===== config.mk =====
export PLATFORM = sky130hd
export DESIGN_NAME = fixed_point_square_root_unit_flat
export DESIGN_NICKNAME = d
export VERILOG_FILES = /design/src/sv/fpsr_pkg.sv /design/src/sv/fpsr_if.sv /design/src/sv/fixed_point_square_root_unit.sv /design/src/sv/fpsr_stage.sv /design/src/flat_wrapper.sv
export SDC_FILE = /design/constraint.sdc
export NUM_CORES = 2
export LEC_CHECK = 0
export BUFFER_PORTS_ARGS = -buffer_cell sky130_fd_sc_hd__buf_2
export CAP_MARGIN = 5
export CORE_UTILIZATION = 50
export CTS_BUF_LIST = sky130_fd_sc_hd__clkbuf_4 sky130_fd_sc_hd__clkbuf_8
export CTS_CLUSTER_DIAMETER = 60
export CTS_CLUSTER_SIZE = 24
export DETAILED_ROUTE_END_ITERATION = 16
export PLACE_DENSITY = 0.76
export SYNTH_ARGS = -nofsm -noshare
export SYNTH_HDL_FRONTEND = slang
export SYNTH_SLANG_ARGS = --single-unit

===== constraint.sdc =====
create_clock -name clk -period 49.7 [get_ports clk]
set_input_delay 2.485 -clock clk [delete_from_list [all_inputs] [get_ports clk]]
set_output_delay 2.485 -clock clk [all_outputs]
set_load 0.02 [all_outputs]

===== src/sv/fpsr_pkg.sv =====
// fpsr_pkg: shared constants and width helpers for the fixed-point square root
// no dependencies; imported by fpsr_stage and fixed_point_square_root_unit

package fpsr_pkg;

	localparam int PAIR_W = 2;

	// result bits for an in_w bit radicand scaled up by frac bits
	function automatic int root_width(input int in_w, input int frac);
		return (in_w + frac + 1) / 2;
	endfunction

endpackage


===== src/sv/fpsr_if.sv =====
// fpsr_if: valid/ready channels for radicand items in and root items out
// no dependencies; used by fixed_point_square_root_unit

interface fpsr_in_if #(
	parameter int IN_WIDTH = 32
);
	logic                valid;
	logic                ready;
	logic [IN_WIDTH-1:0] radicand;

	modport source (output valid, output radicand, input ready);
	modport sink (input valid, input radicand, output ready);
endinterface

interface fpsr_out_if #(
	parameter int ROOT_WIDTH = 24
);
	logic                  valid;
	logic                  ready;
	logic [ROOT_WIDTH-1:0] root;

	modport source (output valid, output root, input ready);
	modport sink (input valid, input root, output ready);
endinterface


===== src/sv/fixed_point_square_root_unit.sv =====
// fixed_point_square_root_unit: top level, floor(sqrt(radicand * 2^FRAC_BITS))
// depends on fpsr_pkg, fpsr_if and fpsr_stage
//
//   channel  direction  payload                 accepted when
//   din      in         radicand[IN_WIDTH-1:0]  din.valid && din.ready
//   dout     out        root[ROOT_WIDTH-1:0]    dout.valid && dout.ready
//
// one registered stage per result bit (ROOT_WIDTH bits, 24 by default)
// a new item can enter every cycle while the output is not stalled; throughput is one item per cycle
// a stalled output freezes every stage at once, so nothing is lost or repeated
// reset clears the stage valid bits only; the stage data registers are not reset

module fixed_point_square_root_unit #(
	parameter int FRAC_BITS = 16,
	parameter int IN_WIDTH  = 32
) (
	input logic       clk,
	input logic       arst_n,
	fpsr_in_if.sink   din,
	fpsr_out_if.source dout
);
	import fpsr_pkg::*;

	localparam int ROOT_W = root_width(IN_WIDTH, FRAC_BITS);
	localparam int EW     = 2 * ROOT_W;
	localparam int RW     = ROOT_W + 2;

	logic              adv;
	logic              vld [0:ROOT_W];
	logic [EW-1:0]     ext [0:ROOT_W];
	logic [RW-1:0]     rem [0:ROOT_W];
	logic [ROOT_W-1:0] res [0:ROOT_W];

	assign adv = !vld[ROOT_W] || dout.ready;

	assign vld[0] = din.valid;
	assign ext[0] = EW'({din.radicand, {FRAC_BITS{1'b0}}});
	assign rem[0] = '0;
	assign res[0] = '0;

	for (genvar i = 0; i < ROOT_W; i++) begin : g_stage
		fpsr_stage #(
			.ROOT_W (ROOT_W)
		) u_stage (
			.clk       (clk),
			.arst_n    (arst_n),
			.en        (adv),
			.in_valid  (vld[i]),
			.in_ext    (ext[i]),
			.in_rem    (rem[i]),
			.in_res    (res[i]),
			.out_valid (vld[i+1]),
			.out_ext   (ext[i+1]),
			.out_rem   (rem[i+1]),
			.out_res   (res[i+1])
		);
	end

	assign din.ready  = adv;
	assign dout.valid = vld[ROOT_W];
	assign dout.root  = res[ROOT_W];

`ifndef SYNTHESIS
	a_stall_freeze: assert property (@(posedge clk) disable iff (!arst_n)
		!adv |=> $stable(vld[1]) && $stable(vld[ROOT_W-1]) && vld[ROOT_W])
		else $error("pipeline moved while output stalled");

	a_last_to_out: assert property (@(posedge clk) disable iff (!arst_n)
		adv && vld[ROOT_W-1] |=> dout.valid)
		else $error("item lost between last stage and output");

	a_bubble_in: assert property (@(posedge clk) disable iff (!arst_n)
		adv && !din.valid |=> !vld[1])
		else $error("first stage valid without an accepted item");

	a_zero_root: assert property (@(posedge clk) disable iff (!arst_n)
		adv && vld[ROOT_W-1] && res[ROOT_W-1] == '0 && rem[ROOT_W-1] == '0
		&& ext[ROOT_W-1] == '0 |=> dout.root == '0)
		else $error("zero radicand gave nonzero root");
`endif

endmodule


===== src/sv/fpsr_stage.sv =====
// fpsr_stage: one registered step of the radix-2 square root recurrence
// depends on fpsr_pkg; instantiated once per result bit by the top level

module fpsr_stage #(
	parameter int ROOT_W = 24
) (
	input  logic                clk,
	input  logic                arst_n,
	input  logic                en,
	input  logic                in_valid,
	input  logic [2*ROOT_W-1:0] in_ext,
	input  logic [ROOT_W+1:0]   in_rem,
	input  logic [ROOT_W-1:0]   in_res,
	output logic                out_valid,
	output logic [2*ROOT_W-1:0] out_ext,
	output logic [ROOT_W+1:0]   out_rem,
	output logic [ROOT_W-1:0]   out_res
);
	import fpsr_pkg::*;

	localparam int EW = 2 * ROOT_W;
	localparam int RW = ROOT_W + 2;

	logic              valid_s1;
	logic [EW-1:0]     ext_s1;
	logic [RW-1:0]     rem_s1;
	logic [ROOT_W-1:0] res_s1;

	logic [PAIR_W-1:0] pair;
	logic [RW-1:0]     rem_x;
	logic [RW-1:0]     trial;
	logic              take;

	assign pair  = in_ext[EW-1 -: PAIR_W];
	assign rem_x = {in_rem[ROOT_W-1:0], pair};
	assign trial = {in_res, 2'b01};
	assign take  = rem_x >= trial;

	always_ff @(posedge clk or negedge arst_n) begin
		if (!arst_n) begin
			valid_s1 <= 1'b0;
		end else if (en) begin
			valid_s1 <= in_valid;
		end
	end

	always_ff @(posedge clk) begin
		if (en) begin
			ext_s1 <= in_ext << PAIR_W;
			rem_s1 <= take ? rem_x - trial : rem_x;
			res_s1 <= {in_res[ROOT_W-2:0], take};
		end
	end

	assign out_valid = valid_s1;
	assign out_ext   = ext_s1;
	assign out_rem   = rem_s1;
	assign out_res   = res_s1;

endmodule

===== src/flat_wrapper.sv =====
// flat-port wrapper written by rule: the top's interface ports become plain ports
module fixed_point_square_root_unit_flat import fpsr_pkg::*;
#(
	parameter int FRAC_BITS = 16,
	parameter int IN_WIDTH  = 32
)
  (clk, arst_n, din_valid, din_radicand, din_ready, dout_valid, dout_root, dout_ready);
  fpsr_in_if #(.IN_WIDTH(IN_WIDTH)) din_i ();
  fpsr_out_if dout_i ();
  input logic clk;
  input logic arst_n;
  input wire logic [$bits(din_i.valid)-1:0] din_valid;
  input wire logic [$bits(din_i.radicand)-1:0] din_radicand;
  output wire logic [$bits(din_i.ready)-1:0] din_ready;
  output wire logic [$bits(dout_i.valid)-1:0] dout_valid;
  output wire logic [$bits(dout_i.root)-1:0] dout_root;
  input wire logic [$bits(dout_i.ready)-1:0] dout_ready;
  assign din_i.valid = din_valid;
  assign din_i.radicand = din_radicand;
  assign din_ready = din_i.ready;
  assign dout_valid = dout_i.valid;
  assign dout_root = dout_i.root;
  assign dout_i.ready = dout_ready;
  fixed_point_square_root_unit #(.FRAC_BITS(FRAC_BITS), .IN_WIDTH(IN_WIDTH)) u_core (.clk(clk), .arst_n(arst_n), .din(din_i), .dout(dout_i));
endmodule

After elaboration in Yosys (flattened, before gate mapping). Index checks and enable logic that the tools add are counted.

Logic and storage cells: 166. Bits of input ports: 36. Flip-flop bits (word level): 1095.

Add/sub/neg operators: 23. Reductions and logical operators: 2. Order comparisons: 24. Multiplexer cells: 23.

Operators with widths (count): 24-bit 2-to-1 mux (22); 26-bit by 10-bit greater-or-equal comparator with 1-bit output (1); 26-bit by 11-bit greater-or-equal comparator with 1-bit output (1); 26-bit by 12-bit greater-or-equal comparator with 1-bit output (1); 26-bit by 13-bit greater-or-equal comparator with 1-bit output (1); 26-bit by 14-bit greater-or-equal comparator with 1-bit output (1); 26-bit by 15-bit greater-or-equal comparator with 1-bit output (1); 26-bit by 16-bit greater-or-equal comparator with 1-bit output (1); 26-bit by 17-bit greater-or-equal comparator with 1-bit output (1); 26-bit by 18-bit greater-or-equal comparator with 1-bit output (1); 26-bit by 19-bit greater-or-equal comparator with 1-bit output (1); 26-bit by 20-bit greater-or-equal comparator with 1-bit output (1); 26-bit by 21-bit greater-or-equal comparator with 1-bit output (1); 26-bit by 22-bit greater-or-equal comparator with 1-bit output (1); 26-bit by 23-bit greater-or-equal comparator with 1-bit output (1); 26-bit by 24-bit greater-or-equal comparator with 1-bit output (1); 26-bit by 25-bit greater-or-equal comparator with 1-bit output (1); 26-bit by 3-bit greater-or-equal comparator with 1-bit output (1); 26-bit by 4-bit greater-or-equal comparator with 1-bit output (1); 26-bit by 5-bit greater-or-equal comparator with 1-bit output (1); 26-bit by 6-bit greater-or-equal comparator with 1-bit output (1); 26-bit by 7-bit greater-or-equal comparator with 1-bit output (1); 26-bit by 8-bit greater-or-equal comparator with 1-bit output (1); 26-bit by 9-bit greater-or-equal comparator with 1-bit output (1); 27 further kinds (27).

Depth between registers and ports, before layout.
Depth in word-level cells: 2. Mapped depth: 15. Gate-level depth less buffers: 14.

Cells and area by module. Synthesis repeated with hierarchy kept, for this count alone.

Cell total of the unflattened synthesis: 8652. Area total of the unflattened synthesis: 116444.2 µm².

By module, submodules not included: fpsr_stage at u_core.g_stage[19].u_stage ... (times used 14, cells an instance 355, area an instance 4794.6 µm², seq. area each 2907.8 µm²); fpsr_stage at u_core.g_stage[0].u_stage ... (times used 10, cells an instance 368, area an instance 4931.0 µm², seq. area each 2907.8 µm²); fixed_point_square_root_unit (times used 1, cells an instance 2, area an instance 10.0 µm², seq. area each 0.0 µm²).

Least setup slack after synthesis. No wires, ideal clock.

Path kind: in2reg. From: input dout_ready. To: register u_core.g_stage[15].u_stage.valid_s1. Buffers on the path: 2. Data arrival time: 35239 ps. Setup slack: 14270 ps. Cell stages on the path: 4. Data required time: 49510 ps. Cell sequence: nand2b_1 clkbuf_1 clkbuf_1 mux2_2.

Longest elaborated chain between the ends: 1.

RTL lines: start: declaration (line flat_wrapper.sv:17) `input wire logic [$bits(dout_i.ready)-1:0] dout_ready;`; 1-bit logical OR (line fixed_point_square_root_unit.sv:34) `assign adv = !vld[ROOT_W] || dout.ready;`; named net din_ready (line flat_wrapper.sv:14) `output wire logic [$bits(din_i.ready)-1:0] din_ready;`; end signal: assignment (line fpsr_stage.sv:43) `valid_s1 <= in_valid;`; end: declaration (line fpsr_stage.sv:24) `logic valid_s1;`.

The timed path passes the listed nets, and every way through them passes these cells. A chain may end at the register's enable or synchronous reset.

Worst setup path in the final report.
From: input dout_ready. To: output din_ready.

Longest elaborated chain between the ends: 1.

RTL lines (line): 1-bit logical OR (fixed_point_square_root_unit.sv:34); end: declaration (flat_wrapper.sv:14).

No other way between the ends.

==> impl_metrics.toml <==
[final_layout]
area_growth_pct = 7.616
finalNetCount = 4860
drive_gt1_share_pct = 7.513

[sta]
setup_tns_ps = 0
setup_violations = 0
drv_slew = 0
post-route-period-util_pct = 12.44
worst_slew_pin_slew_ps = 1260
min_period_ps = 6181
final-hold-violation-count = 0
relSlewSlack_pct = 15.98
rsz0062_at_grt = "no"
worst_slack_ps = 43520
finClkSkew_ps = 64.27
max_freq_ghz = 0.1618

[status]
status = "complete, no violations"

[global_routing]
grt_pass1_wl_um = 156900
grt_overflow = 0
antenna_found_initial = 5
grt_max_degree = 214
globalRouteTotalUtil_pct = 17.65
grt_pass1_vias = 31960

[synth]
synth_edf_count = 1055
syn_inst = 4414
synth_cell_types = 87
synth-seq-area-share_pct = 60.07
dominantRegCellSynth = "edfxtp_1"
synth_largest_area_cell = "edfxtp_1"
netlist_top_cells_area = "edfxtp_1 59%, ha_1 7.2%, xor2_1 3.3%, xnor2_1 2.9%, inv_1 2.8%"
yosys_warnings = 0
synth-seq-cells = 1079
synth_fp_nets = 4767
synth_top_cell_area_share_pct = 58.95
async_flop_share_pct = 2.224
postSynthAreaPerCell_um2 = 12.17
synthesis.area_um2 = 53740

[pwr]
powerDensity_nw_per_um2 = 55.03
p_leak_uw = 0.02321
vdd_drop_max_mv = 0.06978
power_uw = 3182

[clocking]
cts_sinks = 1079
postCtsResizedCells = 0
hold_buffers = 0
cts_buffers = 87
htreeDepth = 3
cts_tree = "done"
clock_latency_ps = 770
cts-root-buf = "clkbuf_8"
post_cts_buffers = 0
clock_path_buffers = 3
clk_pin_slew_ps = 110

[place]
post-place-ws_ps = 43270
io_buffer_count = 61
dpl.hpwl_um = 68290
gp_congestion = 0.8706

[routing]
first_pass_iters = 5
drt_iter0_drc = 2079
wl_per_cell_um = 15.87
ant_nets = 0
viasPerCell = 5.499
drc = 0
via_count = 32840
drt-total-wl_um = 94800

[floorplanning]
rows = 119
core-area_um2 = 105900
die_w_um = 329.8
die_h_um = 329.8
io_pins = 62
die_area_um2 = 108800
start_util_pct = 50.76

[run]
drv_cap = 0

[worst_setup_path]
crit_fanout = 60
cp_data_required_time_ps = 47220
start_kind = "input port"
cp.arrival_ps = 3700
crit_type = "in2out"
worstSetupEndpointType = "output pin"

[min_path]
hold_class = "reg2reg"
==> cells by family (layout without fill, tap and decap cells) <==
logic type / Yosys count / in the layout / synth area share, %
AO/OA/AOI/OAI: 918 / 918 / 10.75
XOR/XNOR: 380 / 380 / 6.193
adder cells (fa/ha/maj): 317 / 317 / 7.478
buffers and inverters: 493 / 658 / 3.485
flip-flops: 1079 / 1079 / 60.07
multiplexers: 58 / 58 / 1.194
other: 1 / 4 / 0.006978
AND/OR/NAND/NOR: 1168 / 1168 / 10.82
==> report_power, final <==
group	internal, µW	switching (µW)	total [µW]
Clock	214	337	551
Combinational	397	565	962
Sequential	1470	199	1670
Total	2080	1100	3180
==> layer usage <==
metal	global-route usage [%]	share of wire, %	vias to the layer above
met3	2.444	3.5	169
met5	0	0	-
met1	21.93	43	15730
li1	-	-	16350
met4	5.153	2.6	0
met2	31.86	51	603
==> cell type report <==
| cell class | instances | area [µm²] |
|---|---|---|
| sequential | 1079 | 32280 |
| timing repair buffer | 85 | 535.5 |
| inverter | 412 | 1546 |
| antenna | 3 | 7.507 |
| clock buffer | 92 | 1241 |
| clock inverter | 69 | 845.8 |
| fill | 8663 | 48030 |
| multi-input combinational | 2842 | 19630 |
| tap | 1391 | 1740 |
==> critical path: stages <==
cell and delay (ps):
buf_2 80, nand2b_4 630, buf_2 470
==> per-stage QoR <==
stage	area (µm²)	cells	hold slack, ps	util, %
3_5_place_dp	55740	5809	404.5	52.65
3_3_place_gp	55740	5809	400.8	52.65
5_1_grt	57830	5973	423.1	54.63
2_1_floorplan	53740	4414	400.3	-
4_1_cts	57820	5970	424.1	54.62
6_report	57830	5973	426.0	54.63
==> synthesized netlist by cell type (all sizes together), types with 16 or more instances <==
cell	count
nand3	71
clkbuf	65
mux2	49
nor2b	47
xor2	202
a31oi	29
nand4	30
nor4	58
or4	27
o31ai	41
o21a	65
o21bai	22
a21oi	233
nor2	253
or3	50
and3	24
a2111oi	17
nand2	334
a21o	105
buf	16
edfxtp	1055
and2	18
ha	310
a211oi	33
xnor2	178
o21ai	268
nand2b	75
inv	411
nor3	104
dfrtp	24
or2	25
==> flip-flops by register name (all words and copies together), names as in the netlist <==
name and flops:
u_core.g_stage.u_stage.out_ext 240, u_core.g_stage.u_stage.out_res 300, u_core.g_stage.u_stage.out_rem 515, u_core.g_stage.u_stage.out_valid 24
==> cells in the final DEF (no fill, tap or decap), types with 12 or more instances in the layout <==
cell type  Yosys  layout
or2_2         22      22
buf_2          8      61
dfrtp_1       24      24
clkbuf_8       0      88
o21ai_0      267     267
inv_6          0      12
o21a_1        65      65
inv_1        408     408
ha_1         310     310
mux2_2        48      48
o31ai_1       41      41
a21boi_0      14      14
a211oi_1      33      32
a2111oi_0     17      16
nand2b_1      74      73
clkinv_8       0      12
nor3_1       103     103
a21oi_1      233     231
a31oi_1       29      29
nor2b_1       47      47
xnor2_1      178     178
nor4_1        54      54
and3_1        24      24
or4_1         26      26
and2_1        18      18
buf_4          1      20
xor2_1       202     202
o21bai_1      22      22
nand2_1      334     334
edfxtp_1    1055    1055
a21o_1       105     105
nor2_1       252     252
nand4_1       30      30
or3_1         50      50
nand3_1       71      71
nand3b_1      14      14
==> worst paths after layout <==
| check | startpoint | end | slack, ps | depth (start not counted) |
|---|---|---|---|---|
| worst min-delay path | u_core.g_stage[5].u_stage.out_ext[45] | u_core.g_stage[6].u_stage.out_ext[47] | 430 | 0 |
| worst max register to register | u_core.g_stage[23].u_stage.out_valid | u_core.g_stage[5].u_stage.out_rem[19] | 45410 | 4 |
| worst max-delay path | dout_ready | din_ready | 43520 | 3 |
| worst min register to register | u_core.g_stage[5].u_stage.out_ext[45] | u_core.g_stage[6].u_stage.out_ext[47] | 430 | 0 |
| max in group asynchronous | arst_n | u_core.g_stage[15].u_stage.out_valid | 47580 | 1 |
| min in group asynchronous | arst_n | u_core.g_stage[23].u_stage.out_valid | 1690 | 1 |
No activity file was read; power rests on OpenSTA's default activity.
